File: config.mk
export PLATFORM = sky130hd
export DESIGN_NAME = vn_cell
export DESIGN_NICKNAME = d
export VERILOG_FILES = /design/src/design/vector3_normalize_top_macros.svh /design/src/design/vn_pkg.sv /design/src/design/vn_cell.sv
export SDC_FILE = /design/constraint.sdc
export NUM_CORES = 2
export LEC_CHECK = 0
export BUFFER_PORTS_ARGS = -buffer_cell sky130_fd_sc_hd__buf_2
export CORE_AREA = 8 8 779 781
export CTS_CLUSTER_SIZE = 16
export DETAILED_ROUTE_END_ITERATION = 6
export DIE_AREA = 0 0 787 789
export HOLD_SLACK_MARGIN = 0.05
export SETUP_SLACK_MARGIN = 0.05
export SLEW_MARGIN = 5
export SYNTH_ARGS = -nofsm -noshare
export SYNTH_HDL_FRONTEND = slang
export SYNTH_SLANG_ARGS = --single-unit
File: constraint.sdc
create_clock -name clk -period 45.3 [get_ports clk]
set_input_delay 2.265 -clock clk [delete_from_list [all_inputs] [get_ports clk]]
set_output_delay 2.265 -clock clk [all_outputs]
set_load 0.1 [all_outputs]
File: src/design/vector3_normalize_top_macros.svh
// ----------------------------------------------------------------------------
// Vector normalizer assertion macros
// Shared concurrent assertion forms, clocked on clk and disabled in reset.
// ----------------------------------------------------------------------------
`ifndef VECTOR3_NORMALIZE_TOP_MACROS_SVH
`define VECTOR3_NORMALIZE_TOP_MACROS_SVH
`ifndef SYNTH
`define VN_ASSERT(label, prop, msg) \
  label: assert property (@(posedge clk) disable iff (!rst_n) (prop)) else $error(msg);
`define VN_ASSERT_IMP(label, ante, cons, msg) \
  label: assert property (@(posedge clk) disable iff (!rst_n) (ante) |-> (cons)) \
    else $error(msg);
`else
`define VN_ASSERT(label, prop, msg)
`define VN_ASSERT_IMP(label, ante, cons, msg)
`endif
`endif

File: src/design/vn_pkg.sv
// ----------------------------------------------------------------------------
// Vector normalizer package
// Widths, constants and the transaction record passed along the cell chain.
// ----------------------------------------------------------------------------
package vn_pkg;
  localparam int IN_W   = 32;
  localparam int OUT_W  = 32;
  localparam int QW     = 31;
  localparam int SQ_W   = 2 * IN_W;
  localparam int DW     = 2 * IN_W + 64;
  localparam int SHIFT0 = 2 * (QW - 1);
  localparam logic signed [OUT_W-1:0] UNIT = OUT_W'(1) <<< (QW - 1);

  typedef struct packed {
    logic [2:0][DW-1:0] r;
    logic [2:0][DW-1:0] ab;
    logic [DW-1:0]      sb;
    logic [2:0][QW-1:0] q;
    logic [2:0]         neg;
    logic               zero;
  } cell_t;
endpackage

File: src/design/vn_cell.sv
// ----------------------------------------------------------------------------
// Vector normalizer cell
// Decides one quotient bit of all three components by trial subtraction.
// ----------------------------------------------------------------------------
module vn_cell (
  input  logic          clk,
  input  logic          rst_n,
  input  logic          up_valid,
  output logic          up_ready,
  input  vn_pkg::cell_t up_data,
  output logic          dn_valid,
  input  logic          dn_ready,
  output vn_pkg::cell_t dn_data
);
  logic          valid_r;
  vn_pkg::cell_t data_r, data_nxt;

  assign up_ready = !valid_r || dn_ready;
  assign dn_valid = valid_r;
  assign dn_data  = data_r;

  always_comb begin
    logic [vn_pkg::DW-1:0] d;
    logic                  acc;
    data_nxt    = up_data;
    data_nxt.sb = up_data.sb >> 2;
    for (int i = 0; i < 3; i++) begin
      d   = up_data.ab[i] + up_data.sb;
      acc = (d <= up_data.r[i]);
      data_nxt.r[i]  = acc ? (up_data.r[i] - d) : up_data.r[i];
      data_nxt.ab[i] = (up_data.ab[i] >> 1) + (acc ? up_data.sb : '0);
      data_nxt.q[i]  = {up_data.q[i][vn_pkg::QW-2:0], acc};
    end
  end

  always_ff @(posedge clk) begin
    if (!rst_n) begin
      valid_r <= 1'b0;
    end else if (up_ready) begin
      valid_r <= up_valid;
    end
  end

  always_ff @(posedge clk) begin
    if (up_ready) data_r <= data_nxt;
  end
endmodule
# Word level (Yosys, flattened, before mapping)
# Index checks and enable logic that the tools add are counted.
dict set report word_totals {
  register_bits 992
  input_bits 997
  elab_cells 33
}
dict set report op_classes {
  n_reduce_logical 2
  n_mux 6
  n_addsub 9
  order_cmp 3
}
# cell n
set op_table {}
lappend op_table {{$mux W128} 6}
lappend op_table {{$add A127 B128 Y128} 3}
lappend op_table {{$add A128 B128 Y128} 3}
lappend op_table {{$le A128 B128 Y1} 3}
lappend op_table {{$sub A128 B128 Y128} 3}
lappend op_table {{$logic_not A1 Y1} 1}
lappend op_table {{$logic_or A1 B1 Y1} 1}

# Depth between registers and ports, before layout
dict set report logic_depth {
  depth_word 4
  ltp_mapped 48
}

# Worst setup path before layout
# Ideal clock, no wire load.
dict set report synth_path {
  path_type {input-to-reg}
  from {input port dn_ready}
  to {register valid_r, in the netlist dn_valid}
  cell_stages 2
  arrival_ns 28.381
  setup_slack_ns 15.781
  n_path_buf 0
  required_ns 44.161
  path_cell_list {nand2b_1 > a21boi_0}
}
dict set report synth_between {
  elab_chain_cells 1
}
# item line
set synth_rtl {}
lappend synth_rtl {{start, declared} vn_cell.sv:12} ;# input logic dn_ready,
lappend synth_rtl {{$logic_or A1 B1 Y1} vn_cell.sv:18} ;# assign up_ready = !valid_r || dn_ready;
lappend synth_rtl {{end signal, assigned} vn_cell.sv:40} ;# valid_r <= up_valid;
lappend synth_rtl {{end, declared} vn_cell.sv:15} ;# logic valid_r;
# Every way passes these cells.
# A chain may end at the register's enable or synchronous reset.

==> flow_metrics.env <==
export IMPL_dp_hpwl_um=726000
export IMPL_ys_types=107
export IMPL_drtIter0Drc=12200
export IMPL_grt_pass1_vias=116000
export IMPL_syn_cell_area_mm2=0.111
export IMPL_placed_area_mm2=0.129
export IMPL_ys_seq_elements=992
export IMPL_maxCapViolCount=0
export IMPL_drc=0
export IMPL_synth_edff_count=991
export IMPL_hold_class="reg -> reg"
export IMPL_grt_max_degree=139
export IMPL_max_stage_delay_ps=1020
export IMPL_numCtsBuffers=146
export IMPL_leakagePower_nw=55.9
export IMPL_fmax_mhz=58.3
export IMPL_design_area_mm2=0.135
export IMPL_gp_congestion=1.04
export IMPL_row_count=284
export IMPL_grt_pass1_wl_um=1060000
export IMPL_drive_gt1_share_pct=17.0
export IMPL_cts_setup_buffers=0
export IMPL_fillers=66300
export IMPL_worstSetupEndpointType="flip-flop"
export IMPL_seqCellArea_mm2=0.0298
export IMPL_drtAntennaViolNets=0
export IMPL_grt_use_met1_pct=28.7
export IMPL_whs_ps=1440
export IMPL_die_x_um=787
export IMPL_fin_crit_ps=17170
export IMPL_grt_use_met2_pct=41.3
export IMPL_cts_htree_levels=4
export IMPL_core_area_mm2=0.595
export IMPL_rrSetupSlack_ps=40880
export IMPL_multiInputGateArea_mm2=0.0764
export IMPL_status="finished clean"
export IMPL_antenna_found_initial=628
export IMPL_grt_use_total_pct=25.0
export IMPL_async_reset_ff_share_pct=0
export IMPL_finalSetupViolCount=0
export IMPL_criticalPathCategory="in -> reg"
export IMPL_syn_avg_cell_area_um2=8.03
export IMPL_hold_viol=0
export IMPL_worst_path_most_repeated_cell="buf_4"
export IMPL_tns_ps=0
export IMPL_port_buffers=1986
export IMPL_syn_inst=13800
export IMPL_required_ps=45900
export IMPL_grt_ovfl_total=0
export IMPL_max_slew_margin_pct=18.5
export IMPL_wl_per_cell_um=34.7
export IMPL_route_final_wire_length_um=826000
export IMPL_viasPerCell=5.14
export IMPL_initial_utilization_pct=18.6
export IMPL_clock_skew_ps=45.1
export IMPL_max_slew_worst_pin_slew_ps=1210
export IMPL_finalWorstSetupSlack_ps=28130
export IMPL_clkTransAtPathRegs_ps=70
export IMPL_final_cell_mix="buf_2 (1,986), a21oi_1 (1,961), nand2_1 (1,212), ha_1 (1,146), nor2_1 (1,056)"
export IMPL_clk_path_buf_depth=4
export IMPL_p_total_mw=8.83
export IMPL_rsz0062_at_grt="false"
export IMPL_cts_resized_gates=0
export IMPL_yosysWarnings=0
export IMPL_cts_hold_buffers=0
export IMPL_peakVddDrop_uv=75.0
export IMPL_utilization_pct=22.7
export IMPL_busiest_layer="met2"
export IMPL_use_met3_pct=6.53
export IMPL_stdcell_count=23800
export IMPL_vias=122000
export IMPL_io_pin_count=1992
export IMPL_cts_tree="built"
export IMPL_pre_cts_ws_ps=27390
export IMPL_area_growth_pct=22.2
export IMPL_dpl_cell_count=23100
export IMPL_slowest_stage="a2111oi_1"
export IMPL_final_period_utilization_pct=37.9
export IMPL_clk_latency_ps=910
export IMPL_layout_nets=17500
export IMPL_cp_max_fo=58
export IMPL_ys_seq_area_share_pct=26.9
export IMPL_p_per_area_mw_per_mm2=65.4
export IMPL_worst_ep_arrival_time_ps=17770
export IMPL_slew_violations=0
export IMPL_first_pass_iters=7
export IMPL_layout_commonest_cell="buf_2"
export IMPL_numClockSinks=992
export IMPL_die_h_um=789
export IMPL_synth_ff_type="edfxtp_1"
export IMPL_worstSetupStartpointType="input pin"
export IMPL_root_buffer="clkbuf_16"
export IMPL_dieArea_mm2=0.621
[worst max-delay path: cells and delay by family]
kind | cells | cell delay, ps
AO/OA/AOI/OAI | 19 | 7700
buffers and inverters | 8 | 2790
adder cells (fa/ha/maj) | 3 | 1220
AND/OR/NAND/NOR | 11 | 3210
XOR/XNOR | 2 | 360
[power breakdown]
group          total, mW  switching (mW)  leakage, nW  internal [mW]
sequential          1.58           0.148         10.3           1.43
clock               1.21           0.526         2.29          0.687
combinational       6.04            4.81         43.4           1.23
total               8.83            5.49         55.9           3.34
[layout make-up]
class	count	area share (%)
repair buffers	2164	8.39
clock inverters	93	0.755
flip-flops and latches	992	22.0
diodes	496	0.919
clock buffers	163	2.79
well taps	7865	7.29
multi-input cells	11600	56.6
inverters	450	1.25
[kinds of logic (layout without fill, tap and decap cells)]
logic type                 Yosys count  in the layout  share of synthesized area (%)
and+or+nand+nor                   4271           4271                           18.8
DFF                                992            992                           26.9
buffers and inverters             1176           2870                           4.08
adders and majority gates         1155           1155                           13.1
AOI/OAI and AO/OA                 5014           5014                           27.8
xor gates and xnor gates          1097           1097                           8.69
other                                1            498                        0.00339
muxes                               53             53                          0.533
[cells in the mapped netlist, types with 23 or more instances]
master	instances	share of area, %
a211oi_1	65	0.44
a21boi_0	89	0.60
a21o_1	603	4.1
a21oi_1	1963	8.9
a221o_1	26	0.24
a221oi_1	44	0.35
a31oi_1	129	0.73
and2_1	451	2.6
and3_1	70	0.40
and4_1	36	0.29
buf_2	58	0.26
clkbuf_1	657	2.2
edfxtp_1	991	27
ha_1	1146	13
inv_1	450	1.5
mux2_2	47	0.48
nand2_1	1212	4.1
nand2b_1	110	0.62
nand3_1	161	0.73
nand4_1	548	3.1
nor2_1	1056	3.6
nor2b_1	108	0.61
nor3_1	242	1.1
nor4_1	71	0.40
o2111ai_1	23	0.18
o211ai_1	48	0.33
o21a_1	159	1.1
o21ai_0	1039	4.7
o21ai_1	30	0.14
o21bai_1	413	2.8
o221ai_1	26	0.21
o31a_1	26	0.21
o31ai_1	76	0.52
o41ai_1	23	0.18
or2_2	63	0.36
or3_1	71	0.40
xnor2_1	684	5.4
xor2_1	413	3.3
[registers in the layout, indices dropped and copies added, names as in the netlist]
name,flops
dn_valid,1
dn_data,991
[worst paths after layout]
| kind | startpoint | endpoint | cells past startpoint |
|---|---|---|---|
| worst max-delay path | up_data[98] | dn_data[608] | 43 |
| worst min register to register | dn_valid | dn_data[220] | 2 |
| worst min-delay path | dn_valid | dn_data[220] | 2 |
| worst max register to register | dn_valid | dn_data[928] | 6 |
[layer usage]
metal | part of all wire (%) | vias to the layer above
li1 | - | 54800
met1 | 38 | 59800
met2 | 46 | 5939
met3 | 8.0 | 1698
met4 | 7.6 | 126
met5 | 0.10 | -
(Power assumes the default switching activity.)
